===== src/hw/rtl/ncs_pkg.sv =====
// ----------------------------------------------------------------------------
// ncs_pkg
// Shared types and constants of the nearest palette colour search block.
// ----------------------------------------------------------------------------
package ncs_pkg;

    localparam int DEFAULT_PALETTE_ENTRIES = 256;

    localparam int CHANNEL_W = 8;
    localparam int COLOUR_W  = 3 * CHANNEL_W;
    localparam int INDEX_W   = 8;
    localparam int SQUARE_W  = 2 * CHANNEL_W;
    localparam int DIST_W    = 18;

    // 256*256*3, above any possible distance
    localparam logic [DIST_W-1:0] SEARCH_BOUND = DIST_W'(256 * 256 * 3);

    typedef enum logic {
        CMD_WRITE = 1'b0,
        CMD_QUERY = 1'b1
    } cmd_t;

    typedef struct packed {
        logic [CHANNEL_W-1:0] red;
        logic [CHANNEL_W-1:0] green;
        logic [CHANNEL_W-1:0] blue;
    } colour_t;

    // travels alongside each palette read through the distance pipe
    typedef struct packed {
        logic valid;
        logic first;
        logic last;
    } tag_t;

endpackage


===== src/hw/rtl/ncs_dist.sv =====
// ----------------------------------------------------------------------------
// ncs_dist
// Two-stage distance pipe: squared channel differences, then sum and
// running minimum. Lowest index wins on a tie.
// ----------------------------------------------------------------------------
module ncs_dist #(
    parameter int IDX_W = 8
) (
    input  logic                  aclk,
    input  logic                  aresetn,
    input  ncs_pkg::tag_t         tag_in,
    input  logic [IDX_W-1:0]      idx_in,
    input  ncs_pkg::colour_t      entry,
    input  ncs_pkg::colour_t      query,
    output logic                  done,
    output logic [IDX_W-1:0]      best_idx
);

    import ncs_pkg::*;

    function automatic logic [SQUARE_W-1:0] sq_diff(
        input logic [CHANNEL_W-1:0] a,
        input logic [CHANNEL_W-1:0] b
    );
        logic [CHANNEL_W-1:0] d;
        d = (a >= b) ? (a - b) : (b - a);
        return SQUARE_W'(d) * SQUARE_W'(d);
    endfunction

    tag_t                tag1_reg;
    logic [IDX_W-1:0]    idx1_reg;
    logic [SQUARE_W-1:0] sq_red_reg, sq_green_reg, sq_blue_reg;

    logic [DIST_W-1:0]   entry_dist;
    logic [DIST_W-1:0]   ref_dist;
    logic [IDX_W-1:0]    ref_idx;
    logic [DIST_W-1:0]   best_dist_reg, best_dist_next;
    logic [IDX_W-1:0]    best_idx_reg, best_idx_next;
    logic                done_reg;

    // stage 1
    always_ff @(posedge aclk) begin
        if (!aresetn) begin
            tag1_reg <= '0;
        end else begin
            tag1_reg <= tag_in;
        end
        idx1_reg     <= idx_in;
        sq_red_reg   <= sq_diff(entry.red, query.red);
        sq_green_reg <= sq_diff(entry.green, query.green);
        sq_blue_reg  <= sq_diff(entry.blue, query.blue);
    end

    // stage 2
    always_comb begin
        entry_dist = DIST_W'(sq_red_reg) + DIST_W'(sq_green_reg) + DIST_W'(sq_blue_reg);
        ref_dist   = tag1_reg.first ? SEARCH_BOUND : best_dist_reg;
        ref_idx    = tag1_reg.first ? '0 : best_idx_reg;
        best_dist_next = best_dist_reg;
        best_idx_next  = best_idx_reg;
        if (tag1_reg.valid) begin
            if (entry_dist < ref_dist) begin
                best_dist_next = entry_dist;
                best_idx_next  = idx1_reg;
            end else begin
                best_dist_next = ref_dist;
                best_idx_next  = ref_idx;
            end
        end
    end

    always_ff @(posedge aclk) begin
        if (!aresetn) begin
            done_reg <= 1'b0;
        end else begin
            done_reg <= tag1_reg.valid && tag1_reg.last;
        end
        best_dist_reg <= best_dist_next;
        best_idx_reg  <= best_idx_next;
    end

    assign done     = done_reg;
    assign best_idx = best_idx_reg;

endmodule


===== config.mk =====
export PLATFORM = sky130hd
export DESIGN_NAME = ncs_dist
export DESIGN_NICKNAME = d
export VERILOG_FILES = /design/src/hw/rtl/ncs_pkg.sv /design/src/hw/rtl/ncs_dist.sv
export SDC_FILE = /design/constraint.sdc
export NUM_CORES = 1
export LEC_CHECK = 0
export ABC_CLOCK_PERIOD_IN_PS = 10100
export BUFFER_PORTS_ARGS = -buffer_cell sky130_fd_sc_hd__buf_2
export CAP_MARGIN = 20
export CORE_MARGIN = 10
export CORE_UTILIZATION = 40
export DETAILED_ROUTE_END_ITERATION = 8
export GPL_ROUTABILITY_DRIVEN = 0
export PLACE_DENSITY = 0.58
export REMOVE_ABC_BUFFERS = 1
export SETUP_SLACK_MARGIN = 0.05
export SYNTH_ARGS = -nofsm -noshare
export SYNTH_HDL_FRONTEND = slang
export SYNTH_SLANG_ARGS = --single-unit

===== constraint.sdc =====
create_clock -name aclk -period 10.1 [get_ports aclk]
set_clock_uncertainty 0.1 [all_clocks]
set_input_delay 2.02 -clock aclk [delete_from_list [all_inputs] [get_ports aclk]]
set_output_delay 2.02 -clock aclk [all_outputs]
set_load 0.005 [all_outputs]

# Word-level counts from Yosys, hierarchy flattened
# Cells that the tools add are included.
word_totals:
  regBits: 86
  in_bits: 61
  output_inout_bits: 9
  elab_cells: 35
op_classes:
  add_sub_neg: 8
  mul: 3
  order_cmp: 4
  muxes: 7
  reduce_logical: 3
op_table:
  columns: ["operator", "n"]
  rows:
  - ["8-bit by 8-bit multiplier with 16-bit output", 3]
  - ["8-bit subtractor", 6]
  - ["8-bit two-way mux", 5]
  - ["18-bit two-way mux", 2]
  - ["8-bit greater-or-equal comparator", 3]
  - ["17-bit by 16-bit adder with 18-bit output", 1]
  - ["18-bit less-than comparator", 1]
  - ["16-bit by 16-bit adder with 17-bit output", 1]
  - ["2-bit AND reduction", 1]
  - ["2-bit nonzero test", 1]
  - ["1-bit logical AND", 1]

# Logic depth before layout (Yosys ltp)
depth:
  depth_word: 5
  ltp_mapped: 29
  mapped_depth_nobuf: 28

# Worst setup path before layout
# OpenSTA, ideal clock, no wires.
synth_timing:
  path_kind: "input port to flip-flop"
  from: "input port entry[13] in the netlist's numbering"
  to: "register sq_green_reg[14]"
  setup_time_ps: 72
  t_arrival_ps: 7645
  t_required_ps: 9928
  setup_slack_ps: 2282
  cell_stages: 26
  path_cell_list: "inv_1 ha_1 buf_2 a21o_1 a21o_1 a211oi_2 buf_4 mux2i_1 xnor2_2 or2_1 inv_1 fa_1 fa_1 inv_1 fa_1 fa_1 inv_1 ha_1 a21o_1 a21o_1 a21o_1 a21oi_1 o21ai_0 a21o_1 a21oi_1 xnor2_1"
synth_between:
  elab_chain_cells: 3
  elab_cells_between_ends: 5
  classes_between: "2 x add/sub; 1 x mul; 1 x order compare; 1 x mux"
synth_lines:
  columns: ["element", "line", "source"]
  rows:
  - ["start: declaration", "ncs_dist.sv:13", "input ncs_pkg::colour_t entry,"]
  - ["8-bit subtractor / 8-bit greater-or-equal comparator (equally long branches)", "ncs_dist.sv:26", "d = (a >= b) ? (a - b) : (b - a);"]
  - ["8-bit two-way mux (*)", "ncs_dist.sv:26", null]
  - ["8-bit by 8-bit multiplier with 16-bit output (*)", "ncs_dist.sv:27", "return SQUARE_W'(d) * SQUARE_W'(d);"]
  - ["end signal: assignment", "ncs_dist.sv:50", "sq_green_reg <= sq_diff(entry.green, query.green);"]
  - ["end: declaration", "ncs_dist.sv:32", "logic [SQUARE_W-1:0] sq_red_reg, sq_green_reg, sq_blue_reg;"]
# Mark *: on every way between the ends. The rest lies on a longest branch, timed or not.
# A chain may end at the register's enable or synchronous reset.

# Final worst setup path
layout_timing:
  from: "input port entry[0] in the netlist's numbering"
  to: "register sq_blue_reg[15]"
layout_between:
  elab_chain_cells: 3
  elab_cells_between_ends: 5
  classes_between: "2 x add/sub; 1 x mul; 1 x order compare; 1 x mux"
layout_lines:
  columns: ["element", "line", "source"]
  rows:
  - ["8-bit subtractor / 8-bit greater-or-equal comparator (equally long branches)", "ncs_dist.sv:26", null]
  - ["8-bit two-way mux (*)", "ncs_dist.sv:26", null]
  - ["8-bit by 8-bit multiplier with 16-bit output (*)", "ncs_dist.sv:27", null]
  - ["end signal: assignment", "ncs_dist.sv:51", "sq_blue_reg <= sq_diff(entry.blue, query.blue);"]
  - ["end: declaration", "ncs_dist.sv:32", null]
# Marks and branches as above.

==> flow_metrics.tcl <==
set metrics [dict create \
    status "completed" \
    routed_wirelength_um 19300 \
    yosys_most_used_dff "dfxtp_1" \
    cp_max_fo 11 \
    period_share 0.817 \
    drive_gt1_frac 0.103 \
    setup_slack_ns 1.85 \
    path_class "input pin to flip-flop" \
    slew_viol_final 0 \
    max_cap_violations 0 \
    io_buffers 69 \
    wl_per_cell_um 12.5 \
    grt.overflow.total 0 \
    cts_max_level 3 \
    drt_iter0_drc 284 \
    cts.sinks 83 \
    rsz0062_at_grt "false" \
    antenna_left 0 \
    vias_per_cell 4.73 \
    rows 59 \
    synth_edf_count 26 \
    dp_cells 1528 \
    post-cts-setup-buffers 0 \
    ys_seq_area_frac 0.184 \
    vias 7305 \
    place_ws_ns 1.49 \
    synth.avg_cell_area_um2 9.20 \
    finish.net_count 1530 \
    cp_data_arrival_time_ns 8.38 \
    synthTopCellsByArea "ha_1 20%, fa_1 19%, dfxtp_1 11%" \
    yosys_warnings 0 \
    die_area_um2 33000 \
    cts_buffer_depth 2 \
    tightest_slew_ns 1.00 \
    antenna_found_initial 0 \
    cp.required_ns 10.23 \
    post-route-min-period_ns 8.25 \
    largest_reg_flops 18 \
    finalHoldViolCount 0 \
    clk_latency_ns 0.34 \
    cts_root_buf "clkbuf_16" \
    die_x_um 182 \
    async_flop_share 0 \
    stdcell_count 1544 \
    cts_tree "done" \
    final_cell_mix "217 x inv_1, 168 x ha_1, 124 x nor2_1" \
    hpwl_um 16500 \
    clk_pin_slew_worst_paths_ns 0.06 \
    start_kind "input pin" \
    syn_area_um2 10500 \
    dr.pass1.iters 5 \
    die_h_um 182 \
    final.setup.tns_ns 0 \
    core_um2 25900 \
    grt_max_degree 31 \
    max_freq_mhz 121 \
    cts_resized 0 \
    cts_hold_buffers 0 \
    grt_pass1_wl_um 34400 \
    min_path_type "flip-flop to flip-flop" \
    yosysTopAreaCell "ha_1" \
    synthToLayoutAreaGrowth_pct 9.72 \
    end_kind "flip-flop" \
    io_pins 70 \
    drc 0 \
    grt_pass1_vias 7409 \
    antennaDiodeCount 0 \
    cts_buffers 9 \
    rrSetupSlack_ns 4.54 \
    synth_top_area_share 0.201 \
    syn-instance-count 1136 \
    worst_slew_margin_rel 0.328 \
    grt_use_total 0.120 \
    synthDistinctLibCells 66 \
    initial_core_util 0.403 \
    synth-seq-cells 83 \
    setup_viol 0 \
    layout_commonest_cell "inv_1" \
]
==> cells by family after synthesis <==
logic type / Yosys count / synth area share
XOR/XNOR: 77 / 0.0739
other: 2 / 0.000719
AO/OA/AOI/OAI: 193 / 0.122
adder cells (fa/ha/maj): 265 / 0.387
buffers and inverters: 237 / 0.0870
multiplexers: 31 / 0.0328
flip-flops: 83 / 0.184
AND/OR/NAND/NOR: 248 / 0.113
==> cell usage after synthesis (all sizes together) (3+ instances only) <==
master	instances
nor3	11
xor2	28
o211ai	4
a21boi	4
inv	221
nor2	127
nand2b	11
o31ai	3
or2	13
mux2	13
nand3	8
a21oi	59
clkbuf	3
nand3b	4
ha	168
xnor2	49
a211oi	11
buf	13
a2111oi	3
nand4	6
edfxtp	26
nor2b	26
o21ai	39
dfxtp	57
and2	7
o21bai	7
o21a	18
a31oi	5
a21o	32
nand2	25
fa	97
mux2i	18
==> area by class of cell <==
| cell class | count | area, um^2 |
|---|---|---|
| clock buffer | 10 | 250 |
| tap | 335 | 419 |
| clock inverter | 6 | 43.8 |
| inverter | 221 | 830 |
| fill | 2522 | 14400 |
| sequential | 83 | 1920 |
| timing repair buffer | 72 | 368 |
| multi-input combinational | 817 | 7630 |
==> critical path, cell delays in order <==
cell and delay, ns:
buf_2 0.09, inv_1 0.04, ha_1 0.43, and4_1 0.23, a2111oi_1 0.05, o21ai_1 0.80
or3b_1 0.41, o21ai_1 0.14, xor2_2 0.36, or2_1 0.21, inv_1 0.07, fa_1 0.48
fa_1 0.54, inv_1 0.05, fa_1 0.50, fa_1 0.54, inv_1 0.04, ha_1 0.21
or3_1 0.37, o21ai_0 0.24, a21oi_1 0.12, nor2_1 0.17, a21oi_1 0.10, xor2_1 0.16
==> metrics by stage <==
stage	hold slack, ns	utilization	instance area (um^2)
floorplan	0.329	-	10400
detailed placement	0.344	0.431	11200
finish	0.364	0.443	11500
CTS	0.371	0.443	11500
global route	0.391	0.443	11500
global placement	0.334	0.431	11200
==> worst paths after layout <==
kind | start | end | cells past startpoint
worst max-delay path | entry[0] | sq_blue_reg[15] | 24
worst min-delay path | tag1_reg[0] | done | 1
worst max register to register | sq_red_reg[6] | best_idx[3] | 16
worst min register to register | tag1_reg[0] | done | 1
==> metal layers <==
layer | up-vias | routed length (um) | global-route usage
met5 | - | 0 | 0
met2 | 99 | 8780 | 0.194
met4 | 0 | 132 | 0.0172
li1 | 3809 | - | -
met3 | 12 | 705 | 0.0207
met1 | 3385 | 9680 | 0.167
Power is left out: the tool's default activity adds up to more than one toggle a clock period on the data nets, which glitch-free logic cannot reach.
